--- config.mk ---
export PLATFORM = sky130hd
export DESIGN_NAME = pid_q15_filtered_d_antiwindup_flat
export DESIGN_NICKNAME = d
export VERILOG_FILES = /design/src/hdl/pidq_pkg.sv /design/src/hdl/pidq_if.sv /design/src/hdl/pidq_cfg.sv /design/src/hdl/pidq_mul.sv /design/src/hdl/pid_q15_filtered_d_antiwindup.sv /design/src/flat_wrapper.sv
export SDC_FILE = /design/constraint.sdc
export NUM_CORES = 2
export LEC_CHECK = 0
export CAP_MARGIN = 5
export CORE_MARGIN = 2
export CORE_UTILIZATION = 30
export DETAILED_ROUTE_END_ITERATION = 6
export DONT_BUFFER_PORTS = 1
export PLACE_DENSITY = 0.43
export SLEW_MARGIN = 20
export SYNTH_ARGS = -nofsm -noshare
export SYNTH_HDL_FRONTEND = slang
export SYNTH_HIERARCHICAL = 1
export SYNTH_SLANG_ARGS = --single-unit
--- constraint.sdc ---
create_clock -name clk -period 17.5 [get_ports clk]
set_clock_uncertainty 0.1 [all_clocks]
set_input_delay 2.625 -clock clk [delete_from_list [all_inputs] [get_ports clk]]
set_output_delay 2.625 -clock clk [all_outputs]
set_load 0.03 [all_outputs]
--- src/hdl/pidq_pkg.sv ---
// Shared types, constants and saturation helper for the Q15 PID block.
package pidq_pkg;

    localparam logic signed [15:0] Q15_MAX = 16'sh7FFF;
    localparam logic signed [15:0] Q15_MIN = 16'sh8000;
    localparam logic [14:0]        Q15_ONE = 15'h7FFF;

    typedef enum logic [2:0] {
        REG_GAIN_P         = 3'd0,
        REG_GAIN_I         = 3'd1,
        REG_GAIN_D         = 3'd2,
        REG_ALPHA          = 3'd3,
        REG_BETA           = 3'd4,
        REG_DRIVE_MIN      = 3'd5,
        REG_DRIVE_MAX      = 3'd6,
        REG_INTEGRAL_LIMIT = 3'd7
    } reg_index_t;

    typedef struct packed {
        logic signed [15:0] gain_p;
        logic signed [15:0] gain_i;
        logic signed [15:0] gain_d;
        logic [14:0]        deriv_filter_alpha;
        logic [14:0]        windup_beta;
        logic signed [15:0] drive_min;
        logic signed [15:0] drive_max;
        logic [14:0]        integral_limit;
    } cfg_t;

    // Saturate a wide signed value to the Q15 range.
    function automatic logic signed [15:0] sat16(input logic signed [19:0] v);
        logic signed [15:0] r;
        if (v > 20'(Q15_MAX))
            r = Q15_MAX;
        else if (v < 20'(Q15_MIN))
            r = Q15_MIN;
        else
            r = v[15:0];
        return r;
    endfunction

endpackage

--- src/hdl/pidq_if.sv ---
// Valid/ready channel interfaces for the input and result beats.
interface pidq_in_if;
    logic               valid;
    logic               ready;
    logic signed [15:0] setpoint;
    logic signed [15:0] measurement;

    modport source (output valid, output setpoint, output measurement, input ready);
    modport sink   (input valid, input setpoint, input measurement, output ready);
endinterface

interface pidq_out_if;
    logic               valid;
    logic               ready;
    logic signed [15:0] drive;

    modport source (output valid, output drive, input ready);
    modport sink   (input valid, input drive, output ready);
endinterface

--- src/hdl/pidq_cfg.sv ---
// Configuration register bank for the Q15 PID block.
module pidq_cfg
(
    input  logic                clk,
    input  logic                rst_n,
    input  logic                cfg_we,
    input  logic [2:0]          cfg_index,
    input  logic [15:0]         cfg_data,
    output pidq_pkg::cfg_t      cfg
);

    pidq_pkg::cfg_t cfg_reg;

    always_ff @(posedge clk or negedge rst_n)
    begin
        if (!rst_n)
        begin
            cfg_reg.gain_p             <= 16'sd0;
            cfg_reg.gain_i             <= 16'sd0;
            cfg_reg.gain_d             <= 16'sd0;
            cfg_reg.deriv_filter_alpha <= 15'd0;
            cfg_reg.windup_beta        <= 15'd0;
            cfg_reg.drive_min          <= pidq_pkg::Q15_MIN;
            cfg_reg.drive_max          <= pidq_pkg::Q15_MAX;
            cfg_reg.integral_limit     <= pidq_pkg::Q15_ONE;
        end
        else if (cfg_we)
        begin
            unique case (pidq_pkg::reg_index_t'(cfg_index))
                pidq_pkg::REG_GAIN_P:         cfg_reg.gain_p             <= cfg_data;
                pidq_pkg::REG_GAIN_I:         cfg_reg.gain_i             <= cfg_data;
                pidq_pkg::REG_GAIN_D:         cfg_reg.gain_d             <= cfg_data;
                pidq_pkg::REG_ALPHA:          cfg_reg.deriv_filter_alpha <= cfg_data[14:0];
                pidq_pkg::REG_BETA:           cfg_reg.windup_beta        <= cfg_data[14:0];
                pidq_pkg::REG_DRIVE_MIN:      cfg_reg.drive_min          <= cfg_data;
                pidq_pkg::REG_DRIVE_MAX:      cfg_reg.drive_max          <= cfg_data;
                pidq_pkg::REG_INTEGRAL_LIMIT: cfg_reg.integral_limit     <= cfg_data[14:0];
                default:                      cfg_reg                    <= cfg_reg;
            endcase
        end
    end

    assign cfg = cfg_reg;

endmodule

--- src/hdl/pidq_mul.sv ---
// Shared Q15 multiplier: floor((a*b) >> 15), saturated, registered.
module pidq_mul
(
    input  logic               clk,
    input  logic signed [15:0] a,
    input  logic signed [15:0] b,
    output logic signed [15:0] q
);

    logic signed [31:0] prod;
    logic signed [16:0] shr;
    logic signed [15:0] q_reg;

    always_comb
    begin
        prod = a * b;
        shr  = prod[31:15];   // arithmetic shift, rounds toward minus infinity
    end

    always_ff @(posedge clk)
    begin
        q_reg <= pidq_pkg::sat16(20'(shr));
    end

    assign q = q_reg;

endmodule

--- src/hdl/pid_q15_filtered_d_antiwindup.sv ---
// Top level: Q15 PID with filtered derivative and back-calculation anti-windup.
//
//  port       dir    beat contents
//  ---------  -----  -----------------------------------------------
//  in_ch      sink   setpoint, measurement (Q15 signed)
//  out_ch     source drive (Q15 signed, clamped to actuator limits)
//  cfg_*      in     write enable, 3-bit register index, 16-bit data
//
//  One beat in, one beat out. The result loads once the input beat has
//  passed every sequencer step; the next input beat is taken only after
//  the last result loads; six dependent products share one multiplier.
//  Reset clears the integral, filtered derivative and previous error and
//  loads register defaults. A result held by a stalled out_ch holds the
//  sequencer in its last step; input is taken again once the result loads.
module pid_q15_filtered_d_antiwindup
(
    input  logic        clk,
    input  logic        rst_n,
    pidq_in_if.sink     in_ch,
    pidq_out_if.source  out_ch,
    input  logic        cfg_we,
    input  logic [2:0]  cfg_index,
    input  logic [15:0] cfg_data
);

    // One-hot sequencer; each step issues at most one product, and the
    // product lands in mul_q in the step after it.
    typedef enum logic [11:0] {
        ST_IDLE = 12'b0000_0000_0001,
        ST_MP   = 12'b0000_0000_0010,  // gain_p * e; de = e - prev
        ST_MI   = 12'b0000_0000_0100,  // gain_i * e; take P
        ST_MA   = 12'b0000_0000_1000,  // alpha * fd; tentative integral
        ST_MB   = 12'b0000_0001_0000,  // (1 - alpha) * de
        ST_DF   = 12'b0000_0010_0000,  // filtered derivative
        ST_MD   = 12'b0000_0100_0000,  // gain_d * df
        ST_SUM  = 12'b0000_1000_0000,  // raw sum
        ST_CLMP = 12'b0001_0000_0000,  // overshoot
        ST_CORR = 12'b0010_0000_0000,  // beta * overshoot
        ST_INT  = 12'b0100_0000_0000,  // integral update
        ST_OUT  = 12'b1000_0000_0000   // output clamp and load
    } state_t;

    pidq_pkg::cfg_t cfg;

    state_t state_reg, state_next;

    // State carried between samples.
    logic signed [15:0] acc_reg, acc_next;
    logic signed [15:0] fd_reg, fd_next;
    logic signed [15:0] prev_reg, prev_next;

    // Per-sample scratch.
    logic signed [15:0] e_reg, e_next;
    logic signed [15:0] de_reg, de_next;
    logic signed [15:0] pt_reg, pt_next;
    logic signed [16:0] itent_reg, itent_next;
    logic signed [15:0] qa_reg, qa_next;
    logic signed [15:0] df_reg, df_next;
    logic signed [15:0] dt_reg, dt_next;
    logic signed [17:0] raw_reg, raw_next;
    logic signed [15:0] ov_reg, ov_next;

    logic               out_valid_reg, out_valid_next;
    logic signed [15:0] drive_reg, drive_next;

    logic signed [15:0] mul_a, mul_b, mul_q;

    logic signed [15:0] raw_clamped;
    logic signed [17:0] int_diff;
    logic signed [17:0] lim_pos, lim_neg;
    logic signed [17:0] int_clamped;
    logic signed [17:0] out_sum;
    logic               out_load;

    // Actuator clamp; upper bound first, so drive_min wins on inverted limits.
    function automatic logic signed [15:0] clamp_drive(
        input logic signed [19:0] v,
        input logic signed [15:0] lo,
        input logic signed [15:0] hi
    );
        logic signed [19:0] t;
        t = v;
        if (t > 20'(hi))
            t = 20'(hi);
        if (t < 20'(lo))
            t = 20'(lo);
        return t[15:0];
    endfunction

    pidq_cfg u_cfg
    (
        .clk       (clk),
        .rst_n     (rst_n),
        .cfg_we    (cfg_we),
        .cfg_index (cfg_index),
        .cfg_data  (cfg_data),
        .cfg       (cfg)
    );

    pidq_mul u_mul
    (
        .clk (clk),
        .a   (mul_a),
        .b   (mul_b),
        .q   (mul_q)
    );

    // Operand select for the shared multiplier.
    always_comb
    begin
        mul_a = 16'sd0;
        mul_b = 16'sd0;
        unique case (state_reg)
            ST_MP:
            begin
                mul_a = cfg.gain_p;
                mul_b = e_reg;
            end
            ST_MI:
            begin
                mul_a = cfg.gain_i;
                mul_b = e_reg;
            end
            ST_MA:
            begin
                mul_a = signed'({1'b0, cfg.deriv_filter_alpha});
                mul_b = fd_reg;
            end
            ST_MB:
            begin
                mul_a = signed'({1'b0, pidq_pkg::Q15_ONE - cfg.deriv_filter_alpha});
                mul_b = de_reg;
            end
            ST_MD:
            begin
                mul_a = cfg.gain_d;
                mul_b = df_reg;
            end
            ST_CORR:
            begin
                mul_a = signed'({1'b0, cfg.windup_beta});
                mul_b = ov_reg;
            end
            default:
            begin
                mul_a = 16'sd0;
                mul_b = 16'sd0;
            end
        endcase
    end

    // Combinational helpers for the clamp steps.
    always_comb
    begin
        raw_clamped = clamp_drive(20'(raw_reg), cfg.drive_min, cfg.drive_max);
        int_diff    = 18'(itent_reg) - 18'(mul_q);
        lim_pos     = signed'({3'b000, cfg.integral_limit});
        lim_neg     = -lim_pos;
        int_clamped = int_diff;
        if (int_clamped > lim_pos)
            int_clamped = lim_pos;
        if (int_clamped < lim_neg)
            int_clamped = lim_neg;
        out_sum     = 18'(pt_reg) + 18'(acc_reg) + 18'(dt_reg);
        out_load    = !out_valid_reg || out_ch.ready;
    end

    always_comb
    begin
        state_next     = state_reg;
        acc_next       = acc_reg;
        fd_next        = fd_reg;
        prev_next      = prev_reg;
        e_next         = e_reg;
        de_next        = de_reg;
        pt_next        = pt_reg;
        itent_next     = itent_reg;
        qa_next        = qa_reg;
        df_next        = df_reg;
        dt_next        = dt_reg;
        raw_next       = raw_reg;
        ov_next        = ov_reg;
        drive_next     = drive_reg;
        out_valid_next = out_valid_reg && !out_ch.ready;

        unique case (state_reg)
            ST_IDLE:
            begin
                if (in_ch.valid)
                begin
                    e_next     = pidq_pkg::sat16(20'(in_ch.setpoint) - 20'(in_ch.measurement));
                    state_next = ST_MP;
                end
            end
            ST_MP:
            begin
                de_next    = pidq_pkg::sat16(20'(e_reg) - 20'(prev_reg));
                state_next = ST_MI;
            end
            ST_MI:
            begin
                pt_next    = mul_q;
                state_next = ST_MA;
            end
            ST_MA:
            begin
                itent_next = 17'(acc_reg) + 17'(mul_q);
                state_next = ST_MB;
            end
            ST_MB:
            begin
                qa_next    = mul_q;
                state_next = ST_DF;
            end
            ST_DF:
            begin
                df_next    = pidq_pkg::sat16(20'(qa_reg) + 20'(mul_q));
                state_next = ST_MD;
            end
            ST_MD:
            begin
                state_next = ST_SUM;
            end
            ST_SUM:
            begin
                dt_next    = mul_q;
                raw_next   = 18'(pt_reg) + 18'(itent_reg) + 18'(mul_q);
                state_next = ST_CLMP;
            end
            ST_CLMP:
            begin
                ov_next    = pidq_pkg::sat16(20'(raw_reg) - 20'(raw_clamped));
                state_next = ST_CORR;
            end
            ST_CORR:
            begin
                state_next = ST_INT;
            end
            ST_INT:
            begin
                acc_next   = int_clamped[15:0];
                fd_next    = df_reg;
                prev_next  = e_reg;
                state_next = ST_OUT;
            end
            ST_OUT:
            begin
                if (out_load)
                begin
                    drive_next     = clamp_drive(20'(out_sum), cfg.drive_min, cfg.drive_max);
                    out_valid_next = 1'b1;
                    state_next     = ST_IDLE;
                end
            end
            default:
            begin
                state_next = ST_IDLE;
            end
        endcase
    end

    always_ff @(posedge clk or negedge rst_n)
    begin
        if (!rst_n)
        begin
            state_reg     <= ST_IDLE;
            out_valid_reg <= 1'b0;
            acc_reg       <= 16'sd0;
            fd_reg        <= 16'sd0;
            prev_reg      <= 16'sd0;
        end
        else
        begin
            state_reg     <= state_next;
            out_valid_reg <= out_valid_next;
            acc_reg       <= acc_next;
            fd_reg        <= fd_next;
            prev_reg      <= prev_next;
        end
    end

    always_ff @(posedge clk)
    begin
        e_reg     <= e_next;
        de_reg    <= de_next;
        pt_reg    <= pt_next;
        itent_reg <= itent_next;
        qa_reg    <= qa_next;
        df_reg    <= df_next;
        dt_reg    <= dt_next;
        raw_reg   <= raw_next;
        ov_reg    <= ov_next;
        drive_reg <= drive_next;
    end

    assign in_ch.ready  = (state_reg == ST_IDLE);
    assign out_ch.valid = out_valid_reg;
    assign out_ch.drive = drive_reg;

endmodule
--- src/flat_wrapper.sv ---
// flat-port wrapper written by rule: the top's interface ports become plain ports
module pid_q15_filtered_d_antiwindup_flat 
  (clk, rst_n, cfg_we, cfg_index, cfg_data, in_ch_valid, in_ch_setpoint, in_ch_measurement, in_ch_ready, out_ch_valid, out_ch_drive, out_ch_ready);
  pidq_in_if in_ch_i ();
  pidq_out_if out_ch_i ();
  input  logic clk;
  input  logic rst_n;
  input  logic cfg_we;
  input  logic [2:0] cfg_index;
  input  logic [15:0] cfg_data;
  input wire logic [$bits(in_ch_i.valid)-1:0] in_ch_valid;
  input wire logic [$bits(in_ch_i.setpoint)-1:0] in_ch_setpoint;
  input wire logic [$bits(in_ch_i.measurement)-1:0] in_ch_measurement;
  output wire logic [$bits(in_ch_i.ready)-1:0] in_ch_ready;
  output wire logic [$bits(out_ch_i.valid)-1:0] out_ch_valid;
  output wire logic [$bits(out_ch_i.drive)-1:0] out_ch_drive;
  input wire logic [$bits(out_ch_i.ready)-1:0] out_ch_ready;
  assign in_ch_i.valid = in_ch_valid;
  assign in_ch_i.setpoint = in_ch_setpoint;
  assign in_ch_i.measurement = in_ch_measurement;
  assign in_ch_ready = in_ch_i.ready;
  assign out_ch_valid = out_ch_i.valid;
  assign out_ch_drive = out_ch_i.drive;
  assign out_ch_i.ready = out_ch_ready;
  pid_q15_filtered_d_antiwindup u_core (.clk(clk), .rst_n(rst_n), .in_ch(in_ch_i), .out_ch(out_ch_i), .cfg_we(cfg_we), .cfg_index(cfg_index), .cfg_data(cfg_data));
endmodule
==> reports/metrics.yaml <==
wl_per_cell_um: 20.23
drt_wl_total_mm: 97.68
syn_area_um2: 33960
p_leak_nw: 16.93
path_max_fanout: 18
dp_hpwl_mm: 76.60
track_usage_pct: 17.01
clk_latency_ns: 0.59
grt_pass1_vias: 24340
ctsResizeCount: 0
post_cts_buffers: 0
drt_iter0_drc: 1127
synth_seq_cells: 365
postSynthCellCount: 3283
hold_depth: 1
post_synth.cell_area_avg_um2: 10.35
grt_pass1_wl_mm: 151.3
path_clk_slew_ns: 0.06
synthTopCellsByCount: "inv_1, ha_1, fa_1"
post_dp_cell_area_um2: 35910
drive_gt1_share_pct: 12.72
grt_antenna_before_repair: 1
tns_ns: 0
crit_path_start_kind: "flip-flop"
powerDensity_nw_per_um2: 110.6
relSlewSlack_pct: 19.61
netlist.area_leader.share_pct: 17.80
place.port_buffers: 0
nets: 3963
place_congestion: 0.8421
drv_cap: 0
syn_nets: 3954
die_width_um: 340.5
arrival_ns: 9.74
min_period_over_period_pct: 53.24
worstMarginPinSlew_ns: 1.175
viasPerCell: 4.871
synth.most_common_cell: "inv_1"
clockBufferDepth: 3
io_pins: 74
ir_drop_mv: 0.05949
cts_buffers: 43
crit_type: "flip-flop to flip-flop"
slew_violations: 0
rsz0062_at_grt: "no"
synth-edff-count: 163
synthFlopType: "edfxtp_1"
synth_top_cell_by_area: "fa_1"
total_power_mw: 4.130
finalSetupViolCount: 0
cts_hold_buf: 0
clock_sinks: 365
die_area_um2: 115900
largest_reg_flops: 125
overflow: 0
setup_slack_ns: 8.182
ctsRootBufferMaster: "clkbuf_16"
syn_to_final_growth_pct: 9.913
worstSetupEndpointType: "flip-flop"
core_region_area_um2: 112300
r2r_cells: 27
rows: 123
yosysSeqAreaShare_pct: 29.18
first_pass_iters: 5
max_clock_freq_mhz: 107.3
ys_types: 101
cts.htree.levels: 2
vias: 23520
status: "finished, final reports clean"
cp_data_required_time_ns: 17.93
initial_utilization_pct: 30.23
design_area_um2: 37330
synthArstFlopShare_pct: 50.96
place_ws_ns: 8.203
finalHoldViolations: 0
cts_tree: "done"
grt_max_degree: 187
ant_nets: 0
fin_crit_ns: 9.318
die_h_um: 340.5
hold_class: "flip-flop to flip-flop"
post-route-drc-count: 0
yosysWarnings: 6
synthTopCellsByArea: "fa_1, edfxtp_1, ha_1"
power by group:
part	switching, mW	internal (mW)	total [mW]
logic	1.21	0.810	2.02
registers	0.107	1.09	1.19
clock network	0.381	0.538	0.918
total	1.69	2.43	4.13
cell families after synthesis:
kind of cell / synth area share, %
AOI/OAI and AO/OA: 11.40
xor gates and xnor gates: 3.500
adders and majority gates: 30.05
buffers and inverters: 6.554
DFF: 29.18
muxes: 7.784
and+or+nand+nor: 11.53
through the flow:
stage / instances / util, % / hold WS [ns]
after floorplan: 3283 / - / 0.3563
after global placement: 4746 / 31.96 / 0.3720
after detailed placement: 4747 / 31.96 / 0.3931
after CTS: 4826 / 33.22 / 0.4043
after global routing: 4826 / 33.22 / 0.4115
final: 4829 / 33.23 / 0.4006
critical path: stages, from the launching register on:
cell and delay (ns):
dfrtp_1 0.44, or4_1 0.57, nor2_1 0.20, nand2_1 0.17, nor3b_2 0.18, buf_4 0.29
or2_2 0.43, nand2_1 0.12, nand3_1 0.58, nand2_1 0.21, inv_1 0.17, fa_1 0.57
fa_1 0.91, fa_1 0.53, fa_1 0.51, fa_1 0.49, inv_1 0.05, fa_1 0.47
inv_1 0.04, ha_1 0.35, a21o_1 0.21, a21o_1 0.18, a21oi_1 0.19, nor3b_1 0.07
nor2_1 0.12, o21ai_1 0.11, xor2_2 0.63, maj3_2 0.34
final cells by class:
class,count,area [um^2]
Fill cell,11580,75010
Multi-Input combinational cell,2354,21940
Sequential cell,365,9910
Tap cell,1500,1877
Inverter,473,1775
Clock buffer,66,1252
Timing Repair Buffer,55,410.4
Clock inverter,13,161.4
Antenna cell,3,7.507
final timing paths:
| check | start | endpoint | slack (ns) |
|---|---|---|---|
| max | u_core/state_reg[3] | u_core/u_mul/q[9] | 8.18 |
| min | u_core/prev_reg[7] | u_core/prev_reg[7] | 0.40 |
| max reg2reg | u_core/state_reg[3] | u_core/u_mul/q[9] | 8.18 |
| min reg2reg | u_core/prev_reg[7] | u_core/prev_reg[7] | 0.40 |
| max in group asynchronous | rst_n | u_core/u_cfg/cfg[65] | 14.97 |
| min in group asynchronous | rst_n | u_core/acc_reg[15] | 1.66 |
placed cells by master (no fill, tap or decap), types with 11 or more instances in the layout:
cell type,instances
nand4_1,27
o21bai_1,14
o211ai_1,14
nor4_1,13
nand2_1,244
dfrtp_1,154
maj3_1,20
nor3_1,30
a211oi_1,16
fa_1,302
dfstp_2,32
dfxtp_1,16
o31ai_1,18
a21o_1,58
mux2_2,199
o2111ai_1,11
xor2_1,33
edfxtp_1,163
nor2b_1,22
a21oi_1,136
mux2i_1,23
and3_1,17
ha_1,313
buf_4,54
and2_1,144
a22oi_1,63
nand3_1,51
clkbuf_16,43
o21ai_0,132
inv_1,472
nor2_1,126
clkbuf_1,14
nand2b_1,34
o21a_1,25
xnor2_1,99
a31oi_1,12
metal layers:
metal  part of all wire, %  vias to the layer above  GRT usage [%]
met5                     0                        -              0
met4                   1.5                        0          2.882
met3                   3.7                       70          2.050
met2                    44                      401          26.00
met1                    51                    11790          25.88
li1                      -                    11260              -
No activity file was read; power rests on OpenSTA's default activity.
